`src/rtl/rfec_pkg.sv`:
```
// ----------------------------------------------------------------------------
// rfec_pkg: receiver front-end chain shared definitions
// Field widths, configuration register indexes, datapath command codes and
// the rounding and saturation helpers used by the sequenced datapath.
// ----------------------------------------------------------------------------
package rfec_pkg;

  localparam int WAVE_W     = 16;
  localparam int NOISE_W    = 16;
  localparam int OUT_W      = 24;
  localparam int GAIN_W     = 16;
  localparam int COEF_W     = 18;
  localparam int B1_W       = 20;
  localparam int CFG_IDX_W  = 4;
  localparam int CFG_DATA_W = 18;
  localparam int ACC_W      = 48;
  localparam int MUL_A_W    = 25;
  localparam int MUL_B_W    = 28;
  localparam int M_W        = 18;

  // amplifier noise voltage in units of 2^-15
  localparam int AMP_NOISE_LSB = 16;
  // 0.3 as 19661/2^16, folded with the amplifier noise voltage
  localparam int AMP_NZ_MUL    = AMP_NOISE_LSB * 19661;
  // 0.8 as 52429/2^16
  localparam int LEVEL_SCALE   = 52429;
  localparam int ONE_Q15       = 32768;
  localparam int B1_ONE        = 65536;
  localparam int OFS_SHIFT     = 7;

  typedef enum logic [CFG_IDX_W-1:0] {
    REG_OPTICAL_MODE = 4'd0,
    REG_TIA_SIG_GAIN = 4'd1,
    REG_TIA_NZ_GAIN  = 4'd2,
    REG_TIA_FEED     = 4'd3,
    REG_TIA_BACK     = 4'd4,
    REG_AMP_GAIN     = 4'd5,
    REG_PEAK_FEED    = 4'd6,
    REG_PEAK_BACK    = 4'd7
  } reg_idx_e;

  typedef struct packed {
    logic                      optical_mode;
    logic [GAIN_W-1:0]         tia_signal_gain;
    logic [GAIN_W-1:0]         tia_noise_gain;
    logic signed [COEF_W-1:0]  tia_b0;
    logic signed [COEF_W-1:0]  tia_a1;
    logic signed [B1_W-1:0]    tia_b1;
    logic [GAIN_W-1:0]         amp_gain;
    logic signed [COEF_W-1:0]  peak_b0;
    logic signed [COEF_W-1:0]  peak_a1;
    logic signed [B1_W-1:0]    peak_b1;
  } cfg_t;

  typedef enum logic [3:0] {
    MUL_NONE    = 4'd0,
    MUL_N_AMP03 = 4'd1,
    MUL_X_08    = 4'd2,
    MUL_N_AMP   = 4'd3,
    MUL_GN_N    = 4'd4,
    MUL_GS_M    = 4'd5,
    MUL_TB1     = 4'd6,
    MUL_TB0     = 4'd7,
    MUL_TA1     = 4'd8,
    MUL_AG      = 4'd9,
    MUL_PB1     = 4'd10,
    MUL_PB0     = 4'd11,
    MUL_PA1     = 4'd12
  } mul_sel_e;

  typedef enum logic [3:0] {
    OP_NONE = 4'd0,
    OP_NZ   = 4'd1,
    OP_EL   = 4'd2,
    OP_M    = 4'd3,
    OP_TN   = 4'd4,
    OP_TV   = 4'd5,
    OP_LOAD = 4'd6,
    OP_ADD  = 4'd7,
    OP_SUB  = 4'd8,
    OP_TOUT = 4'd9,
    OP_OFS  = 4'd10,
    OP_AMPU = 4'd11,
    OP_AR   = 4'd12,
    OP_POUT = 4'd13
  } dp_op_e;

  typedef struct packed {
    logic     capture;
    mul_sel_e mul_sel;
    dp_op_e   op;
  } dp_cmd_t;

  typedef struct packed {
    logic optical;
    logic out_stall;
  } dp_sts_t;

  // round half up, then arithmetic shift right by s
  function automatic logic signed [ACC_W-1:0] rnd_shr(logic signed [ACC_W-1:0] v,
                                                      int unsigned s);
    logic signed [ACC_W-1:0] half;
    half = ACC_W'(1) << (s - 1);
    return (v + half) >>> s;
  endfunction

  function automatic logic signed [OUT_W-1:0] sat24(logic signed [ACC_W-1:0] v);
    logic all_same;
    all_same = (v[ACC_W-1:OUT_W-1] == '0) || (v[ACC_W-1:OUT_W-1] == '1);
    if (all_same) begin
      return v[OUT_W-1:0];
    end else if (v[ACC_W-1]) begin
      return {1'b1, {(OUT_W-1){1'b0}}};
    end else begin
      return {1'b0, {(OUT_W-1){1'b1}}};
    end
  endfunction

endpackage

```
`src/rtl/rfec_if.sv`:
```
// ----------------------------------------------------------------------------
// rfec_if: receiver front-end chain channel interfaces
// Sample input, result output and configuration write channels, each a
// valid/ready pair with its payload.
// ----------------------------------------------------------------------------
interface rfec_in_if;
  logic                               valid;
  logic                               ready;
  logic signed [rfec_pkg::WAVE_W-1:0]  wave_sample;
  logic signed [rfec_pkg::NOISE_W-1:0] noise_sample;

  modport source (output valid, output wave_sample, output noise_sample, input ready);
  modport sink   (input valid, input wave_sample, input noise_sample, output ready);
endinterface

interface rfec_out_if;
  logic                              valid;
  logic                              ready;
  logic signed [rfec_pkg::OUT_W-1:0] front_end_out;

  modport source (output valid, output front_end_out, input ready);
  modport sink   (input valid, input front_end_out, output ready);
endinterface

interface rfec_cfg_if;
  logic                            valid;
  logic                            ready;
  logic [rfec_pkg::CFG_IDX_W-1:0]  index;
  logic [rfec_pkg::CFG_DATA_W-1:0] data;

  modport source (output valid, output index, output data, input ready);
  modport sink   (input valid, input index, input data, output ready);
endinterface

```
`src/rtl/rfec_regs.sv`:
```
// ----------------------------------------------------------------------------
// rfec_regs: configuration register file
// Holds the mode, gains and filter coefficients; keeps each section's b1
// coefficient as 1 + a1 - b0, updated whenever b0 or a1 is written.
// ----------------------------------------------------------------------------
module rfec_regs (
  input  logic           clk_i,
  input  logic           rst_ni,
  rfec_cfg_if.sink       cfg_i,
  output rfec_pkg::cfg_t cfg_o
);

  rfec_pkg::cfg_t                          cfg_q;
  logic signed [rfec_pkg::COEF_W-1:0]      wr_coef;

  assign cfg_i.ready = 1'b1;
  assign wr_coef     = signed'(cfg_i.data[rfec_pkg::COEF_W-1:0]);
  assign cfg_o       = cfg_q;

  always_ff @(posedge clk_i or negedge rst_ni) begin
    if (!rst_ni) begin
      cfg_q.optical_mode    <= 1'b0;
      cfg_q.tia_signal_gain <= rfec_pkg::GAIN_W'(256);
      cfg_q.tia_noise_gain  <= '0;
      cfg_q.tia_b0          <= rfec_pkg::COEF_W'(65536);
      cfg_q.tia_a1          <= '0;
      cfg_q.tia_b1          <= '0;
      cfg_q.amp_gain        <= rfec_pkg::GAIN_W'(256);
      cfg_q.peak_b0         <= rfec_pkg::COEF_W'(65536);
      cfg_q.peak_a1         <= '0;
      cfg_q.peak_b1         <= '0;
    end else if (cfg_i.valid) begin
      case (rfec_pkg::reg_idx_e'(cfg_i.index))
        rfec_pkg::REG_OPTICAL_MODE: cfg_q.optical_mode <= cfg_i.data[0];
        rfec_pkg::REG_TIA_SIG_GAIN:
          cfg_q.tia_signal_gain <= cfg_i.data[rfec_pkg::GAIN_W-1:0];
        rfec_pkg::REG_TIA_NZ_GAIN:
          cfg_q.tia_noise_gain <= cfg_i.data[rfec_pkg::GAIN_W-1:0];
        rfec_pkg::REG_TIA_FEED: begin
          cfg_q.tia_b0 <= wr_coef;
          cfg_q.tia_b1 <= rfec_pkg::B1_W'(rfec_pkg::B1_ONE) + rfec_pkg::B1_W'(cfg_q.tia_a1)
                          - rfec_pkg::B1_W'(wr_coef);
        end
        rfec_pkg::REG_TIA_BACK: begin
          cfg_q.tia_a1 <= wr_coef;
          cfg_q.tia_b1 <= rfec_pkg::B1_W'(rfec_pkg::B1_ONE) + rfec_pkg::B1_W'(wr_coef)
                          - rfec_pkg::B1_W'(cfg_q.tia_b0);
        end
        rfec_pkg::REG_AMP_GAIN: cfg_q.amp_gain <= cfg_i.data[rfec_pkg::GAIN_W-1:0];
        rfec_pkg::REG_PEAK_FEED: begin
          cfg_q.peak_b0 <= wr_coef;
          cfg_q.peak_b1 <= rfec_pkg::B1_W'(rfec_pkg::B1_ONE) + rfec_pkg::B1_W'(cfg_q.peak_a1)
                           - rfec_pkg::B1_W'(wr_coef);
        end
        rfec_pkg::REG_PEAK_BACK: begin
          cfg_q.peak_a1 <= wr_coef;
          cfg_q.peak_b1 <= rfec_pkg::B1_W'(rfec_pkg::B1_ONE) + rfec_pkg::B1_W'(wr_coef)
                           - rfec_pkg::B1_W'(cfg_q.peak_b0);
        end
        default: ;
      endcase
    end
  end

  a_tia_b1: assert property (@(posedge clk_i) disable iff (!rst_ni)
    cfg_q.tia_b1 == rfec_pkg::B1_W'(rfec_pkg::B1_ONE) + rfec_pkg::B1_W'(cfg_q.tia_a1)
                    - rfec_pkg::B1_W'(cfg_q.tia_b0))
    else $error("tia b1 out of step with b0/a1");

  a_peak_b1: assert property (@(posedge clk_i) disable iff (!rst_ni)
    cfg_q.peak_b1 == rfec_pkg::B1_W'(rfec_pkg::B1_ONE) + rfec_pkg::B1_W'(cfg_q.peak_a1)
                     - rfec_pkg::B1_W'(cfg_q.peak_b0))
    else $error("peak b1 out of step with b0/a1");

endmodule

```
`src/rtl/rfec_ctrl.sv`:
```
// ----------------------------------------------------------------------------
// rfec_ctrl: receiver front-end chain sequencer
// Steps one sample through the shared multiplier: picks the multiplier
// operands and the post-multiply operation for every cycle of the schedule.
// ----------------------------------------------------------------------------
module rfec_ctrl (
  input  logic              clk_i,
  input  logic              rst_ni,
  input  logic              in_valid_i,
  output logic              in_ready_o,
  input  rfec_pkg::dp_sts_t sts_i,
  output rfec_pkg::dp_cmd_t cmd_o
);

  typedef enum logic [18:0] {
    S_IDLE = 19'h00001,
    S_NZ   = 19'h00002,
    S_MW   = 19'h00004,
    S_EL   = 19'h00008,
    S_GN   = 19'h00010,
    S_GS   = 19'h00020,
    S_TB1  = 19'h00040,
    S_TB0  = 19'h00080,
    S_TA1  = 19'h00100,
    S_TSUM = 19'h00200,
    S_TOUT = 19'h00400,
    S_OFS  = 19'h00800,
    S_AMPU = 19'h01000,
    S_AG   = 19'h02000,
    S_AR   = 19'h04000,
    S_PB0  = 19'h08000,
    S_PA1  = 19'h10000,
    S_PSUM = 19'h20000,
    S_POUT = 19'h40000
  } state_e;

  state_e state_q, state_d;

  assign in_ready_o = (state_q == S_IDLE);

  always_comb begin
    state_d       = state_q;
    cmd_o.capture = 1'b0;
    cmd_o.mul_sel = rfec_pkg::MUL_NONE;
    cmd_o.op      = rfec_pkg::OP_NONE;
    case (state_q)
      S_IDLE: begin
        if (in_valid_i) begin
          cmd_o.capture = 1'b1;
          state_d       = S_NZ;
        end
      end
      S_NZ: begin
        cmd_o.mul_sel = rfec_pkg::MUL_N_AMP03;
        state_d       = S_MW;
      end
      S_MW: begin
        cmd_o.op = rfec_pkg::OP_NZ;
        if (sts_i.optical) begin
          cmd_o.mul_sel = rfec_pkg::MUL_X_08;
          state_d       = S_GN;
        end else begin
          cmd_o.mul_sel = rfec_pkg::MUL_N_AMP;
          state_d       = S_EL;
        end
      end
      S_EL: begin
        cmd_o.op = rfec_pkg::OP_EL;
        state_d  = S_AMPU;
      end
      S_GN: begin
        cmd_o.mul_sel = rfec_pkg::MUL_GN_N;
        cmd_o.op      = rfec_pkg::OP_M;
        state_d       = S_GS;
      end
      S_GS: begin
        cmd_o.mul_sel = rfec_pkg::MUL_GS_M;
        cmd_o.op      = rfec_pkg::OP_TN;
        state_d       = S_TB1;
      end
      S_TB1: begin
        cmd_o.mul_sel = rfec_pkg::MUL_TB1;
        cmd_o.op      = rfec_pkg::OP_TV;
        state_d       = S_TB0;
      end
      S_TB0: begin
        cmd_o.mul_sel = rfec_pkg::MUL_TB0;
        cmd_o.op      = rfec_pkg::OP_LOAD;
        state_d       = S_TA1;
      end
      S_TA1: begin
        cmd_o.mul_sel = rfec_pkg::MUL_TA1;
        cmd_o.op      = rfec_pkg::OP_ADD;
        state_d       = S_TSUM;
      end
      S_TSUM: begin
        cmd_o.op = rfec_pkg::OP_SUB;
        state_d  = S_TOUT;
      end
      S_TOUT: begin
        cmd_o.op = rfec_pkg::OP_TOUT;
        state_d  = S_OFS;
      end
      S_OFS: begin
        cmd_o.op = rfec_pkg::OP_OFS;
        state_d  = S_AMPU;
      end
      S_AMPU: begin
        cmd_o.op = rfec_pkg::OP_AMPU;
        state_d  = S_AG;
      end
      S_AG: begin
        cmd_o.mul_sel = rfec_pkg::MUL_AG;
        state_d       = S_AR;
      end
      S_AR: begin
        cmd_o.mul_sel = rfec_pkg::MUL_PB1;
        cmd_o.op      = rfec_pkg::OP_AR;
        state_d       = S_PB0;
      end
      S_PB0: begin
        cmd_o.mul_sel = rfec_pkg::MUL_PB0;
        cmd_o.op      = rfec_pkg::OP_LOAD;
        state_d       = S_PA1;
      end
      S_PA1: begin
        cmd_o.mul_sel = rfec_pkg::MUL_PA1;
        cmd_o.op      = rfec_pkg::OP_ADD;
        state_d       = S_PSUM;
      end
      S_PSUM: begin
        cmd_o.op = rfec_pkg::OP_SUB;
        state_d  = S_POUT;
      end
      S_POUT: begin
        // hold until the output register can take the result
        if (!sts_i.out_stall) begin
          cmd_o.op = rfec_pkg::OP_POUT;
          state_d  = S_IDLE;
        end
      end
      default: state_d = S_IDLE;
    endcase
  end

  always_ff @(posedge clk_i or negedge rst_ni) begin
    if (!rst_ni) begin
      state_q <= S_IDLE;
    end else begin
      state_q <= state_d;
    end
  end

  a_no_overwrite: assert property (@(posedge clk_i) disable iff (!rst_ni)
    cmd_o.op == rfec_pkg::OP_POUT |-> !sts_i.out_stall)
    else $error("result committed while output transaction pending");

  a_busy_no_take: assert property (@(posedge clk_i) disable iff (!rst_ni)
    cmd_o.op != rfec_pkg::OP_NONE |-> !in_ready_o)
    else $error("input offered while datapath busy");

endmodule

```
`src/rtl/rfec_dp.sv`:
```
// ----------------------------------------------------------------------------
// rfec_dp: receiver front-end chain datapath
// One shared signed multiplier with a registered product, an accumulator,
// the low-pass and peaking section state and the output register.
// ----------------------------------------------------------------------------
module rfec_dp (
  input  logic                                clk_i,
  input  logic                                rst_ni,
  input  rfec_pkg::cfg_t                      cfg_i,
  input  rfec_pkg::dp_cmd_t                   cmd_i,
  output rfec_pkg::dp_sts_t                   sts_o,
  input  logic signed [rfec_pkg::WAVE_W-1:0]  wave_sample_i,
  input  logic signed [rfec_pkg::NOISE_W-1:0] noise_sample_i,
  output logic                                out_valid_o,
  input  logic                                out_ready_i,
  output logic signed [rfec_pkg::OUT_W-1:0]   front_end_out_o
);

  localparam int ACC_W = rfec_pkg::ACC_W;
  localparam int OUT_W = rfec_pkg::OUT_W;
  localparam int A_W   = rfec_pkg::MUL_A_W;
  localparam int B_W   = rfec_pkg::MUL_B_W;

  logic signed [rfec_pkg::WAVE_W-1:0]  x_q;
  logic signed [rfec_pkg::NOISE_W-1:0] n_q;
  logic signed [ACC_W-1:0]             p_q, acc_q, acc_d;
  logic signed [OUT_W-1:0]             v_q, v_d, nz_q, nz_d;
  logic [rfec_pkg::M_W-1:0]            m_q, m_d;
  logic signed [OUT_W-1:0]             tpx_q, tpx_d, tpy_q, tpy_d;
  logic signed [OUT_W-1:0]             ppx_q, ppx_d, ppy_q, ppy_d;
  logic signed [OUT_W-1:0]             out_q;
  logic                                out_valid_q, out_valid_d;
  logic signed [A_W-1:0]               mul_a;
  logic signed [B_W-1:0]               mul_b;
  logic signed [A_W+B_W-1:0]           prod;
  logic signed [ACC_W-1:0]             m_sum;
  logic signed [OUT_W-1:0]             sec_y;
  logic                                load_out;

  assign sts_o.optical   = cfg_i.optical_mode;
  assign sts_o.out_stall = out_valid_q && !out_ready_i;
  assign out_valid_o     = out_valid_q;
  assign front_end_out_o = out_q;

  always_comb begin
    mul_a = '0;
    mul_b = '0;
    case (cmd_i.mul_sel)
      rfec_pkg::MUL_N_AMP03: begin
        mul_a = A_W'(n_q);
        mul_b = B_W'(rfec_pkg::AMP_NZ_MUL);
      end
      rfec_pkg::MUL_X_08: begin
        mul_a = A_W'(x_q);
        mul_b = B_W'(rfec_pkg::LEVEL_SCALE);
      end
      rfec_pkg::MUL_N_AMP: begin
        mul_a = A_W'(n_q);
        mul_b = B_W'(rfec_pkg::AMP_NOISE_LSB);
      end
      rfec_pkg::MUL_GN_N: begin
        mul_a = A_W'(n_q);
        mul_b = signed'(B_W'(cfg_i.tia_noise_gain));
      end
      rfec_pkg::MUL_GS_M: begin
        mul_a = signed'(A_W'(m_q));
        mul_b = signed'(B_W'(cfg_i.tia_signal_gain));
      end
      rfec_pkg::MUL_TB1: begin
        mul_a = A_W'(tpx_q);
        mul_b = B_W'(cfg_i.tia_b1);
      end
      rfec_pkg::MUL_TB0: begin
        mul_a = A_W'(v_q);
        mul_b = B_W'(cfg_i.tia_b0);
      end
      rfec_pkg::MUL_TA1: begin
        mul_a = A_W'(tpy_q);
        mul_b = B_W'(cfg_i.tia_a1);
      end
      rfec_pkg::MUL_AG: begin
        mul_a = A_W'(v_q);
        mul_b = signed'(B_W'(cfg_i.amp_gain));
      end
      rfec_pkg::MUL_PB1: begin
        mul_a = A_W'(ppx_q);
        mul_b = B_W'(cfg_i.peak_b1);
      end
      rfec_pkg::MUL_PB0: begin
        mul_a = A_W'(v_q);
        mul_b = B_W'(cfg_i.peak_b0);
      end
      rfec_pkg::MUL_PA1: begin
        mul_a = A_W'(ppy_q);
        mul_b = B_W'(cfg_i.peak_a1);
      end
      default: ;
    endcase
  end

  assign prod  = mul_a * mul_b;
  assign m_sum = rfec_pkg::rnd_shr(p_q, 14) + ACC_W'(rfec_pkg::ONE_Q15);
  assign sec_y = rfec_pkg::sat24(rfec_pkg::rnd_shr(acc_q, 16));

  always_comb begin
    acc_d    = acc_q;
    v_d      = v_q;
    nz_d     = nz_q;
    m_d      = m_q;
    tpx_d    = tpx_q;
    tpy_d    = tpy_q;
    ppx_d    = ppx_q;
    ppy_d    = ppy_q;
    load_out = 1'b0;
    case (cmd_i.op)
      rfec_pkg::OP_NZ:   nz_d = OUT_W'(rfec_pkg::rnd_shr(p_q, 28));
      rfec_pkg::OP_EL:
        v_d = rfec_pkg::sat24((ACC_W'(x_q) <<< 2) + rfec_pkg::rnd_shr(p_q, 13));
      // clamp the detected level at zero
      rfec_pkg::OP_M:    m_d = m_sum[ACC_W-1] ? '0 : rfec_pkg::M_W'(m_sum);
      rfec_pkg::OP_TN:   acc_d = rfec_pkg::rnd_shr(p_q, 5);
      rfec_pkg::OP_TV:   v_d = rfec_pkg::sat24(acc_q + rfec_pkg::rnd_shr(p_q, 8));
      rfec_pkg::OP_LOAD: acc_d = p_q;
      rfec_pkg::OP_ADD:  acc_d = acc_q + p_q;
      rfec_pkg::OP_SUB:  acc_d = acc_q - p_q;
      rfec_pkg::OP_TOUT: begin
        tpy_d = sec_y;
        tpx_d = v_q;
      end
      rfec_pkg::OP_OFS:
        v_d = rfec_pkg::sat24(ACC_W'(tpy_q)
              - (signed'(ACC_W'(cfg_i.tia_signal_gain)) <<< rfec_pkg::OFS_SHIFT));
      rfec_pkg::OP_AMPU: v_d = rfec_pkg::sat24(ACC_W'(v_q) + ACC_W'(nz_q));
      rfec_pkg::OP_AR:   v_d = rfec_pkg::sat24(rfec_pkg::rnd_shr(p_q, 8));
      rfec_pkg::OP_POUT: begin
        ppy_d    = sec_y;
        ppx_d    = v_q;
        load_out = 1'b1;
      end
      default: ;
    endcase
  end

  assign out_valid_d = load_out ? 1'b1 : (out_ready_i ? 1'b0 : out_valid_q);

  always_ff @(posedge clk_i or negedge rst_ni) begin
    if (!rst_ni) begin
      tpx_q       <= '0;
      tpy_q       <= '0;
      ppx_q       <= '0;
      ppy_q       <= '0;
      out_valid_q <= 1'b0;
    end else begin
      tpx_q       <= tpx_d;
      tpy_q       <= tpy_d;
      ppx_q       <= ppx_d;
      ppy_q       <= ppy_d;
      out_valid_q <= out_valid_d;
    end
  end

  always_ff @(posedge clk_i) begin
    if (cmd_i.capture) begin
      x_q <= wave_sample_i;
      n_q <= noise_sample_i;
    end
    p_q   <= prod[ACC_W-1:0];
    acc_q <= acc_d;
    v_q   <= v_d;
    nz_q  <= nz_d;
    m_q   <= m_d;
    if (load_out) begin
      out_q <= sec_y;
    end
  end

  a_result_shown: assert property (@(posedge clk_i) disable iff (!rst_ni)
    cmd_i.op == rfec_pkg::OP_POUT |=> out_valid_q && out_q == ppy_q)
    else $error("committed result not presented");

endmodule

```
`src/rtl/receiver_front_end_chain_unit.sv`:
```
// ----------------------------------------------------------------------------
// receiver_front_end_chain_unit: receiver front-end chain, top level
// Optical or electrical front end, low-pass (optical mode only), variable gain
// and peaking equalizer, one sample pair per transaction, over one multiplier.
// ----------------------------------------------------------------------------
//   channel  direction  payload                        notes
//   cfg_i    sink       index[3:0], data[17:0]         always ready
//   in_i     sink       wave_sample, noise_sample      ready when sequencer idle
//   out_o    source     front_end_out                  registered result
//
// Each transaction is a sequence of dependent operations on the single shared
// multiplier, longer in optical mode; input is taken only while idle.
// A new input transaction is taken while the previous result waits in the
// output register; the sequencer stalls only in its final step if that
// register is still full. Reset presets configuration, clears section state.
// ----------------------------------------------------------------------------
module receiver_front_end_chain_unit (
  input  logic        clk_i,
  input  logic        rst_ni,
  rfec_cfg_if.sink    cfg_i,
  rfec_in_if.sink     in_i,
  rfec_out_if.source  out_o
);

  rfec_pkg::cfg_t    cfg;
  rfec_pkg::dp_cmd_t cmd;
  rfec_pkg::dp_sts_t sts;

  rfec_regs u_regs (
    .clk_i  (clk_i),
    .rst_ni (rst_ni),
    .cfg_i  (cfg_i),
    .cfg_o  (cfg)
  );

  rfec_ctrl u_ctrl (
    .clk_i      (clk_i),
    .rst_ni     (rst_ni),
    .in_valid_i (in_i.valid),
    .in_ready_o (in_i.ready),
    .sts_i      (sts),
    .cmd_o      (cmd)
  );

  rfec_dp u_dp (
    .clk_i           (clk_i),
    .rst_ni          (rst_ni),
    .cfg_i           (cfg),
    .cmd_i           (cmd),
    .sts_o           (sts),
    .wave_sample_i   (in_i.wave_sample),
    .noise_sample_i  (in_i.noise_sample),
    .out_valid_o     (out_o.valid),
    .out_ready_i     (out_o.ready),
    .front_end_out_o (out_o.front_end_out)
  );

endmodule
```
`src/flat_wrapper.sv`:
```
// flat-port wrapper written by rule: the top's interface ports become plain ports
module receiver_front_end_chain_unit_flat 
  (clk_i, rst_ni, cfg_i_valid, cfg_i_index, cfg_i_data, cfg_i_ready, in_i_valid, in_i_wave_sample, in_i_noise_sample, in_i_ready, out_o_valid, out_o_front_end_out, out_o_ready);
  rfec_cfg_if cfg_i_i ();
  rfec_in_if in_i_i ();
  rfec_out_if out_o_i ();
  input  logic clk_i;
  input  logic rst_ni;
  input wire logic [$bits(cfg_i_i.valid)-1:0] cfg_i_valid;
  input wire logic [$bits(cfg_i_i.index)-1:0] cfg_i_index;
  input wire logic [$bits(cfg_i_i.data)-1:0] cfg_i_data;
  output wire logic [$bits(cfg_i_i.ready)-1:0] cfg_i_ready;
  input wire logic [$bits(in_i_i.valid)-1:0] in_i_valid;
  input wire logic [$bits(in_i_i.wave_sample)-1:0] in_i_wave_sample;
  input wire logic [$bits(in_i_i.noise_sample)-1:0] in_i_noise_sample;
  output wire logic [$bits(in_i_i.ready)-1:0] in_i_ready;
  output wire logic [$bits(out_o_i.valid)-1:0] out_o_valid;
  output wire logic [$bits(out_o_i.front_end_out)-1:0] out_o_front_end_out;
  input wire logic [$bits(out_o_i.ready)-1:0] out_o_ready;
  assign cfg_i_i.valid = cfg_i_valid;
  assign cfg_i_i.index = cfg_i_index;
  assign cfg_i_i.data = cfg_i_data;
  assign cfg_i_ready = cfg_i_i.ready;
  assign in_i_i.valid = in_i_valid;
  assign in_i_i.wave_sample = in_i_wave_sample;
  assign in_i_i.noise_sample = in_i_noise_sample;
  assign in_i_ready = in_i_i.ready;
  assign out_o_valid = out_o_i.valid;
  assign out_o_front_end_out = out_o_i.front_end_out;
  assign out_o_i.ready = out_o_ready;
  receiver_front_end_chain_unit u_core (.clk_i(clk_i), .rst_ni(rst_ni), .cfg_i(cfg_i_i), .in_i(in_i_i), .out_o(out_o_i));
endmodule
```
`config.mk`:
```
export PLATFORM = sky130hd
export DESIGN_NAME = receiver_front_end_chain_unit_flat
export DESIGN_NICKNAME = d
export VERILOG_FILES = /design/src/rtl/rfec_pkg.sv /design/src/rtl/rfec_if.sv /design/src/rtl/rfec_regs.sv /design/src/rtl/rfec_ctrl.sv /design/src/rtl/rfec_dp.sv /design/src/rtl/receiver_front_end_chain_unit.sv /design/src/flat_wrapper.sv
export SDC_FILE = /design/constraint.sdc
export NUM_CORES = 2
export LEC_CHECK = 0
export BUFFER_PORTS_ARGS = -buffer_cell sky130_fd_sc_hd__buf_2
export CAP_MARGIN = 30
export CORE_UTILIZATION = 40
export DETAILED_ROUTE_END_ITERATION = 7
export PLACE_DENSITY = 0.54
export SLEW_MARGIN = 20
export SYNTH_ARGS = -nofsm -noshare
export SYNTH_HDL_FRONTEND = slang
export SYNTH_SLANG_ARGS = --single-unit
```
`constraint.sdc`:
```
create_clock -name clk_i -period 22.5 [get_ports clk_i]
set_input_delay 4.5 -clock clk_i [delete_from_list [all_inputs] [get_ports clk_i]]
set_output_delay 4.5 -clock clk_i [all_outputs]
set_load 0.01 [all_outputs]
```
==> flow_metrics.py <==
metrics = {
    "finish": {
        "layout_common_cells": "inv_1, nand2_1, fa_1",
        "regArea_um2": 12900,
        "mostFrequentLayoutCell": "inv_1",
        "multi_input_area_um2": 40700,
        "nets": 7695,
        "fill_cells": 14200,
        "layout-drive-gt1-share_pct": 7.85,
        "syn2layout_area_growth_pct": 8.64,
        "finalCoreUtilization_pct": 43.8,
    },
    "worst_setup_path": {
        "timing.rr.end": "u_core.u_dp.p_q[47]$_DFF_P_",
        "worstSetupEndpointType": "flip-flop",
        "crit_path_max_incr_delay_ns": 0.72,
        "r2r_start": "u_core.u_ctrl.state_q[1]$_DFFE_PN0P_",
        "reg2reg_depth": 37,
        "rrSetupSlack_ns": 10.31,
        "worstPathArrival_ns": 12.81,
        "crit_type": "flip-flop to flip-flop",
        "crit_path_start_kind": "flip-flop",
        "cp_max_fo": 56,
        "cp_slowest_cell": "fa_1",
        "crit_required_ns": 23.12,
    },
    "power": {
        "total_power_uw": 5580,
        "powerDensity_nw_per_um2": 88.9,
        "p_int_uw": 2920,
        "power_leakage_uw": 0.0293,
        "ir_drop_uv": 91.4,
        "p_sw_share_pct": 47.7,
        "p_switching_uw": 2660,
        "pwr-share-comb_pct": 60.5,
        "pwr-share-seq_pct": 21.2,
        "clkPwrFrac_pct": 18.3,
    },
    "placed_design": {
        "pre_cts_ws_ns": 9.92,
        "gp_congestion": 1.06,
        "dp_hpwl_um": 178000,
        "port_buffers": 84,
    },
    "clock_tree": {
        "post_cts_buffers": 0,
        "cts_buffers": 59,
        "clkSinkCount": 491,
        "cts_tree": "yes",
        "hold_buffers": 0,
        "cts_buffer_depth": 3,
        "clkTransAtPathRegs_ns": 0.06,
        "post_cts_resized": 0,
        "root_buffer": "clkbuf_16",
        "h-tree-depth": 2,
        "worstSkewPairLatency_ns": 0.71,
    },
    "global_routing": {
        "grt_use_met2_pct": 45.4,
        "antenna_found_initial": 13,
        "grt_pass1_wl_um": 326000,
        "grt_start_max_net_pins": 74,
        "grt.total_usage_pct": 30.2,
        "busiest_layer": "met2",
        "grt.met3_usage_pct": 6.11,
        "overflow": 0,
        "grt_pass1_vias": 48500,
        "grt.met1_usage_pct": 42.1,
    },
    "synthesis": {
        "syn_inst": 6659,
        "seq_area_frac_synth_pct": 22.3,
        "synthArstFlopShare_pct": 56.4,
        "synth-main-ff-cell": "dfrtp_1",
        "synth.area.top_cells": "fa_1, dfrtp_1, ha_1",
        "synthesis.nets": 7712,
        "ys_ff_latch": 491,
        "yosysTopAreaCellShare_pct": 19.7,
        "synth_area_per_cell_um2": 8.68,
        "yosysWarningCount": 0,
        "yosysTopAreaCell": "fa_1",
        "synth_area_um2": 57800,
        "synthDistinctLibCells": 116,
        "synth_edf_count": 166,
    },
    "hold_path": {
        "hold_class": "flip-flop to flip-flop",
        "whs_path_depth": 2,
        "whs_endpoint": "u_core.u_dp.ppx_q[2]$_DFFE_PN0P_",
        "hp-start": "u_core.u_dp.ppx_q[2]$_DFFE_PN0P_",
    },
    "floorplanning": {
        "die_w_um": 382,
        "io_pins": 86,
        "die_h_um": 382,
        "fp.dieArea_um2": 146000,
        "core-area_um2": 143000,
        "start_util_pct": 40.3,
        "rows": 139,
    },
    "timing": {
        "max_clock_freq_mhz": 82.0,
        "final-hold-violation-count": 0,
        "setup_violations": 0,
        "rsz0062_at_grt": "false",
        "tightest_slew_ns": 1.14,
        "fin_crit_sh_pct": 54.2,
        "maxSlewViolCount": 0,
        "post-route-min-period_ns": 12.19,
        "tns_ns": 0,
        "layout_setup_ws_ns": 10.31,
        "slew_headroom_pct": 23.4,
        "fin_skew_ns": 0.0678,
    },
    "routing": {
        "totalWireLength_um": 222000,
        "dr.pass1.iters": 6,
        "drt-vias-per-instance": 5.76,
        "drc_errors": 0,
        "avgRoutedWirePerCell_um": 25.9,
        "ant_nets": 0,
        "drt_iter0_markers": 4562,
        "route.vias.total": 49600,
    },
    "run": {
        "cap_violations": 0,
    },
    "outcome": {
        "status": "finished clean",
    },
}
[cells in the mapped netlist (all sizes together) (19+ instances only)]
master   number
inv         804
nand2       789
fa          569
nor2        524
ha          425
o21ai       411
a21oi       392
xnor2       315
dfrtp       272
clkbuf      221
edfxtp      166
xor2        143
nand3       136
a21o        114
nor3        112
buf          99
nand2b       79
a22oi        74
mux2         73
nand4        72
and3         60
nor2b        57
dfxtp        48
o21a         45
and2         40
o211ai       38
o21bai       37
a211oi       34
a31oi        34
nor4         33
o31ai        31
or3          31
or2          24
a221o        22
a222oi       20
a22o         20
a2111oi      19
[metrics by stage]
step	instance area [µm²]	std cells	hold WS, ns
finish	62800	8597	0.477
detailed placement	60600	8476	0.463
global route	62800	8595	0.494
CTS	62600	8587	0.478
global placement	60500	8469	0.457
floorplan	57800	6659	0.445
[final cells by class]
class	instances	area share (%)
clock buffer	75	2.58
timing repair buffer	242	2.75
multi-input combinational	5043	64.9
antenna	2	0.00797
sequential	491	20.5
tap	1903	3.79
inverter	805	4.81
clock inverter	36	0.656
[per-layer routing]
| metal | up-vias | part of all wire [%] |
|---|---|---|
| li1 | 22500 | - |
| met1 | 24500 | 44 |
| met2 | 2148 | 43 |
| met3 | 404 | 8.6 |
| met4 | 6 | 4.7 |
| met5 | - | 0.038 |
[worst max-delay path by stage]
stage	startpoint	slack, ns	to	cells past startpoint
global route	u_core.u_ctrl.state_q[1]$_DFFE_PN0P_	9.47	u_core.u_dp.p_q[47]$_DFF_P_	37
detailed placement	u_core.u_ctrl.state_q[1]$_DFFE_PN0P_	9.92	u_core.u_dp.p_q[47]$_DFF_P_	36
floorplan	u_core.u_ctrl.state_q[12]$_DFFE_PN0P_	11.83	u_core.u_dp.p_q[47]$_DFF_P_	40
CTS	u_core.u_ctrl.state_q[1]$_DFFE_PN0P_	9.87	u_core.u_dp.p_q[47]$_DFF_P_	36
global placement	u_core.u_ctrl.state_q[10]$_DFFE_PN0P_	10.03	u_core.u_dp.p_q[47]$_DFF_P_	36
finish	u_core.u_ctrl.state_q[1]$_DFFE_PN0P_	10.31	u_core.u_dp.p_q[47]$_DFF_P_	37
[flip-flops by register name (all words and copies together) (netlist names)]
| signal | cells |
|---|---|
| u_core.u_dp.tpy_q | 24 |
| u_core.u_dp.m_q | 18 |
| u_core.u_regs.cfg_o | 161 |
| u_core.u_dp.tpx_q | 24 |
| u_core.u_dp.x_q | 16 |
| u_core.u_dp.out_valid_o | 1 |
| u_core.u_dp.nz_q | 20 |
| u_core.u_dp.n_q | 16 |
| u_core.u_dp.ppx_q | 24 |
| u_core.u_dp.acc_q | 48 |
| u_core.u_dp.ppy_q | 24 |
| u_core.u_dp.front_end_out_o | 24 |
| u_core.u_ctrl.state_q | 19 |
| u_core.u_dp.v_q | 24 |
| u_core.u_dp.p_q | 48 |
[power groups by stage]
stage / Combinational (µW) / Clock [µW] / Sequential [µW]
after global routing: 3680 / 1070 / 1190
after global placement: 3280 / 0 / 1190
final: 3380 / 1020 / 1190
after floorplan: 2420 / 0 / 1130
after CTS: 3320 / 1040 / 1180
after detailed placement: 3300 / 0 / 1200
[cell families (layout without fill, tap and decap cells)]
logic type / Yosys count / in the layout / share of synthesized area (%)
and+or+nand+nor: 2043 / 2043 / 16.4
AOI/OAI and AO/OA: 1462 / 1462 / 16.3
buffers and inverters: 1125 / 1158 / 7.51
adders and majority gates: 994 / 994 / 28.9
DFF: 491 / 491 / 22.3
xor gates and xnor gates: 458 / 458 / 6.94
muxes: 85 / 85 / 1.63
other: 1 / 3 / 0.00649
[critical path, delay by kind of cell (launching register included)]
family                   cells  cell delay [ns]
AND/OR/NAND/NOR              9             3.48
flip-flops                   1             0.42
buffers and inverters        7             1.32
XOR/XNOR                     1             0.13
AO/OA/AOI/OAI               12             2.43
adder cells (fa/ha/maj)      8             4.34
No activity file was read; power rests on OpenSTA's default activity.
